==> src/hw/rtl/ntt_pkg.sv <==
// Shared types, constants and elaboration-time math for the NTT convolution block.
package ntt_pkg;

	localparam int LOG_SIZE_DEF = 10;
	localparam int LEN_W = 11;
	localparam int IDX_W = 10;
	localparam int VAL_W = 30;
	localparam int MODE_W = 2;
	localparam int STS_W = 2;

	localparam logic [29:0] PRIME = 30'd998244353;
	// -PRIME^-1 mod 2^32
	localparam logic [31:0] P_NINV = 32'd998244351;
	// 2^32 mod PRIME, also the Montgomery form of one
	localparam logic [29:0] R_MOD = 30'd301989884;
	// primitive root of order 2^23 and its inverse
	localparam logic [29:0] ROOT_MAX = 30'd15311432;
	localparam logic [29:0] IROOT_MAX = 30'd469870224;
	localparam int ROOT_LOG = 23;
	localparam int MUL_LAT = 4;

	typedef enum logic [1:0] {
		MODE_WR_A,
		MODE_WR_B,
		MODE_CONV,
		MODE_READ
	} mode_t;

	typedef enum logic [1:0] {
		STS_OK,
		STS_TOO_LONG,
		STS_RANGE
	} sts_t;

	typedef enum logic [3:0] {
		ST_IDLE,
		ST_LOAD_RD,
		ST_LOAD_WA,
		ST_LOAD_WB,
		ST_BF_RD,
		ST_BF_MUL,
		ST_BF_WAIT,
		ST_BF_WR0,
		ST_BF_WR1,
		ST_EL_RD,
		ST_EL_MUL,
		ST_EL_WAIT,
		ST_EL_WR,
		ST_FINISH
	} state_t;

	typedef enum logic [2:0] {
		PH_FWD_A,
		PH_FWD_B,
		PH_POINT,
		PH_INV,
		PH_SCALE
	} phase_t;

	function automatic logic [29:0] mulmod_c(logic [29:0] a, logic [29:0] b);
		logic [59:0] t;
		t = 60'(a) * 60'(b);
		return 30'(t % 60'(PRIME));
	endfunction

	// root of unity of order 2^lg
	function automatic logic [29:0] pow2root(int lg, logic inv);
		logic [29:0] r;
		r = inv ? IROOT_MAX : ROOT_MAX;
		for (int s = ROOT_LOG; s > lg; s--) begin
			r = mulmod_c(r, r);
		end
		return r;
	endfunction

	function automatic logic [29:0] tw_mont(int lg, logic inv);
		return mulmod_c(pow2root(lg, inv), R_MOD);
	endfunction

	// n^-1 * R^2: turns a product of two Montgomery reductions into x / n
	function automatic logic [29:0] scale_mont(int ln);
		logic [29:0] ninv;
		ninv = PRIME - 30'((PRIME - 30'd1) >> ln);
		return mulmod_c(mulmod_c(ninv, R_MOD), R_MOD);
	endfunction

endpackage

==> src/hw/rtl/ntt_mont_mul.sv <==
// Four-stage pipelined Montgomery multiplier modulo PRIME, R = 2^32.
module ntt_mont_mul (
	input  logic        clk,
	input  logic [29:0] x,
	input  logic [29:0] y,
	output logic [29:0] z
);
	import ntt_pkg::*;

	logic [59:0] t_s1, t_s2, t_s3;
	logic [31:0] m_s2;
	logic [61:0] mp_s3;
	logic [62:0] sum;
	logic [30:0] u;
	logic [29:0] z_s4;

	assign sum = 63'(t_s3) + 63'(mp_s3);
	assign u   = sum[62:32];

	always_ff @(posedge clk) begin
		t_s1  <= 60'(x) * 60'(y);
		m_s2  <= 32'(t_s1[31:0] * P_NINV);
		t_s2  <= t_s1;
		mp_s3 <= 62'(m_s2) * 62'(PRIME);
		t_s3  <= t_s2;
		z_s4  <= (u >= 31'(PRIME)) ? 30'(u - 31'(PRIME)) : u[29:0];
	end

	assign z = z_s4;

endmodule

==> config.mk <==
export PLATFORM = sky130hd
export DESIGN_NAME = ntt_mont_mul
export DESIGN_NICKNAME = d
export VERILOG_FILES = /design/src/hw/rtl/ntt_pkg.sv /design/src/hw/rtl/ntt_mont_mul.sv
export SDC_FILE = /design/constraint.sdc
export NUM_CORES = 2
export LEC_CHECK = 0
export BUFFER_PORTS_ARGS = -buffer_cell sky130_fd_sc_hd__clkbuf_2
export CAP_MARGIN = 20
export CORE_ASPECT_RATIO = 0.9
export CORE_UTILIZATION = 45
export DETAILED_ROUTE_END_ITERATION = 6
export MAX_ROUTING_LAYER = met4
export SYNTH_ARGS = -nofsm -noshare
export SYNTH_HDL_FRONTEND = slang
export SYNTH_SLANG_ARGS = --single-unit
==> constraint.sdc <==
create_clock -name clk -period 10.65 [get_ports clk]
set_input_delay 2.13 -clock clk [delete_from_list [all_inputs] [get_ports clk]]
set_output_delay 2.13 -clock clk [all_outputs]
set_load 0.02 [all_outputs]
# Word-level counts from Yosys, hierarchy flattened
# Cells that the tools add are included.
dict set report totals {
  register_bits 304
  latchBits 0
  ram_bits 0
  mem_bits_ro 0
  inputBits 61
  wordCells 13
  memories 0
}
dict set report op_classes {
  n_addsub 2
  multipliers 3
  div 0
  magnitude_cmp 1
  n_eq_ne 0
  n_shift 0
  muxes 1
  bitwise_logic 0
  reduce_logical 0
}
# operator count
set op_table {}
lappend op_table {{$add A60 B62 Y63} 1}
lappend op_table {{$mul A32 B30 Y62 const B} 1}
lappend op_table {{$mul A30 B30 Y60} 1}
lappend op_table {{$mul A32 B30 Y32 const B} 1}
lappend op_table {{$ge A31 B30 Y1 const B} 1}
lappend op_table {{$mux W30} 1}
lappend op_table {{$sub A30 B30 Y30 const B} 1}

# Depth between registers and ports, before layout
dict set report logic_depth {
  word_depth 3
  ltp_mapped 34
}

# Worst setup path after synthesis
# No wires, ideal clock.
dict set report synth_timing {
  path_kind {input to register}
  from {input port y[21]}
  to {register t_s1[59]}
  setup_ns 0.072
  arrival_time_ns 9.431
  required_ns 10.578
  setup_slack_ns 1.147
  stages 30
  path_buffers 1
  path_cell_list {clkbuf_1 nand2_1 fa_1 inv_1 fa_1 inv_1 fa_1 inv_1 fa_1 fa_1 fa_1 fa_1 inv_1 fa_1 inv_1 ha_1 a21o_1 a21o_1 a21o_1 a21o_1 a21o_1 a21o_1 a21o_1 a221oi_1 o31ai_1 a221o_1 a21oi_1 o21bai_1 a21oi_1 xnor2_1}
}
dict set report synth_between {
  elab_chain_cells 1
}
# item line_no
set synth_rtl {}
lappend synth_rtl {{start: declaration} ntt_mont_mul.sv:5} ;# input logic [29:0] y,
lappend synth_rtl {{$mul A30 B30 Y60} ntt_mont_mul.sv:21} ;# t_s1 <= 60'(x) * 60'(y);
lappend synth_rtl {{end signal: assignment} ntt_mont_mul.sv:21}
lappend synth_rtl {{end: declaration} ntt_mont_mul.sv:10} ;# logic [59:0] t_s1, t_s2, t_s3;
# No other way between the ends.

# Worst setup path in the final report
dict set report layout_timing {
  from {input port y[5]}
  to {register t_s1[51]}
}
# Same word-level chain as after synthesis.

==> run metrics <==
worst slew pin tran=0.8236 ns; most frequent cells in the layout=inv_1 (1352), fa_1 (1161), ha_1 (673), and2_1 (538), nand2_1 (468); Max Cap Viol=0; hold violation total from the final report=0; post-CTS setup buffer count=0; H-Tree Depth=1; reg2reg path depth=24; number of port buffers=90; total congestion overflow=0; first-pass GRT wire length=221600 um; max-slew violations=0; Post-CTS Hold Buffers=0; FF-to-FF End=mp_s3[60]; Worst R2R Setup Slack=3.04 ns; Primary FF master, synth=dfxtp_1; Final TNS setup=0 ns; final worst path period share=92.30%; Slowest-stage cell, CP=fa_1; TritonCTS Sinks=302; # fillers=11560; detailed-route wire length per cell=18.93 um; CP Data Arrival Time=10.36 ns; FF-to-FF Start=m_s2[2]; worst clock skew=0.01566 ns; CTS clk-pin slew, worst paths=0.07 ns; nets=7597; # setup viols final=0; TritonCTS Buffers=31; DR DRC count=0; die area=124300 um^2; Initial DRC Count=2127; CP required=11.18 ns; Starting Density=45.56%; Worst-Skew Late Latency=0.59 ns; Crit. End Element=flip-flop; Synth-to-Final Area Change=6.155%; crit path launch type=input port; Post-synth EDFFs=0; vias in the first global route=39830; DRT antenna net count=0; CP max FO=18; most common cell after layout, fill and taps aside=inv_1; clock buffer depth=3; Post-Route WL=138700 um; Post-Syn Nets=7592; Hold Path Origin=t_s1[55]; FFs w/ async S/R, synth=0%; met1 wire length=65220 um; Yosys warnings=0; core area=121400 um^2; initial antenna violation count=4; top-level I/O count=91; metal3 WL=9344 um; unrepaired setup endpoints after global routing=false; cells after synthesis=5697; Die Y=334.6 um; largest stage delay on the critical path=0.54 ns; final worst path period need=9.830 ns; die width=371.6 um; Root Driver=clkbuf_16; critical setup path kind=in2reg; number of instances resized during post-cts repair=0; Post-Syn Area=55310 um^2; Worst path top cell family by delay=adder cells; routability cong.=0.9351; worst rel slew slack=43.67%; Hold WC Path Type=reg2reg; First-pass DRT Iterations=5; CP bufs+invs=6; Hold Path Sink=t_s2[55]; CTS tree=yes; vias per cell=5.073; Yosys reg bits=302; worst hold path cell count=0; outcome=finished, final reports clean; layout cell share with drive strength beyond 1=4.507%; Tot GR Track Use=23.69%; post-synthesis sequential area ratio=10.93%; largest net degree at the start of global routing=31; count of different cell masters after synthesis=81; met2 wire len=61410 um; syn_area_per_cell=9.709 um^2; fmax=101.7 MHz; Vias=37160; highest routed metal layer=met4; Row Count=121; HPWL Detailed=121200 um
synthesized netlist by cell type, drive strengths merged (3+ instances only):
cell type	instances	share of area [%]
clkbuf	199	1.4
and2	539	6.1
o41ai	3	0.048
xnor2	149	2.4
o21bai	28	0.38
nor4b	4	0.090
a31o	3	0.048
and4	3	0.048
nand4b	5	0.079
xor2	46	0.73
or3	12	0.14
o31ai	8	0.13
or2	13	0.15
o311ai	3	0.048
nand4	33	0.38
o211ai	17	0.24
nor3	44	0.45
a21o	80	1.1
a211oi	17	0.24
a21boi	6	0.081
a21oi	161	1.5
inv	1352	9.2
o21ai	75	0.68
nand3	40	0.36
ha	673	15
nor4	6	0.068
buf	4	0.052
a41oi	3	0.048
o211a	4	0.072
nand2	468	3.2
o221ai	3	0.048
a221oi	4	0.075
a211o	4	0.063
nor2b	17	0.19
dfxtp	302	11
fa	1161	42
nor2	93	0.63
o21a	23	0.31
nand3b	6	0.081
a31oi	18	0.21
and3	20	0.23
nand2b	18	0.20
how the worst max path moves through the flow:
stage	start	end	slack [ns]	cells past startpoint
3_3_place_gp	y[5]	t_s1[51]	0.23	30
4_1_cts	y[6]	t_s1[54]	0.81	26
3_5_place_dp	y[6]	t_s1[54]	0.17	26
5_1_grt	y[5]	t_s1[51]	0.49	30
6_report	y[5]	t_s1[51]	0.82	30
2_1_floorplan	y[21]	t_s1[59]	1.15	30
per-stage QoR:
| stage | cell area (um^2) | utilization [%] | hold WS (ns) | worst slack, ns | std cells |
|---|---|---|---|---|---|
| 2_1_floorplan | 55310 | - | 0.3096 | 1.147 | 5697 |
| 3_3_place_gp | 57640 | 47.47 | 0.3103 | 0.2332 | 7268 |
| 3_5_place_dp | 57640 | 47.47 | 0.3121 | 0.1687 | 7268 |
| 4_1_cts | 58710 | 48.36 | 0.3268 | 0.8092 | 7323 |
| 5_1_grt | 58720 | 48.36 | 0.3310 | 0.4908 | 7324 |
| 6_report | 58720 | 48.36 | 0.3265 | 0.8196 | 7325 |
layout make-up:
class	count	area (um^2)	area share (%)
multi-input cells	3840	43420	73.94
flip-flops and latches	302	6046	10.30
inverters	1352	5075	8.643
well taps	1599	2001	3.407
repair buffers	175	1101	1.875
clock buffers	37	818.3	1.394
clock inverters	18	255.2	0.4347
diodes	2	5.005	0.008524
logic make-up (layout without fill, tap and decap cells):
logic type                 after synthesis  after routing  share of synthesized area, %
AOI/OAI and AO/OA                      481            481                         5.637
adders and majority gates             1835           1835                         57.26
other                                    0              2                             0
muxes                                    3              3                       0.05655
buffers and inverters                 1555           1582                         10.58
and+or+nand+nor                       1326           1326                         12.45
xor gates and xnor gates               195            195                         3.088
DFF                                    302            302                         10.93
state kept, by name (all words and copies together), names as in the netlist:
register  flops
t_s3         59
m_s2         32
t_s2         59
z            30
t_s1         60
mp_s3        62
per-layer routing:
metal  vias to the layer above  GRT usage, %
met5                         -             -
li1                      17190             -
met3                       122         4.212
met1                     18930         33.55
met2                       915         35.75
met4                         0         4.369
Power is not shown: default switching activity piles up to over one toggle a cycle in this logic, so the estimate is an artifact.
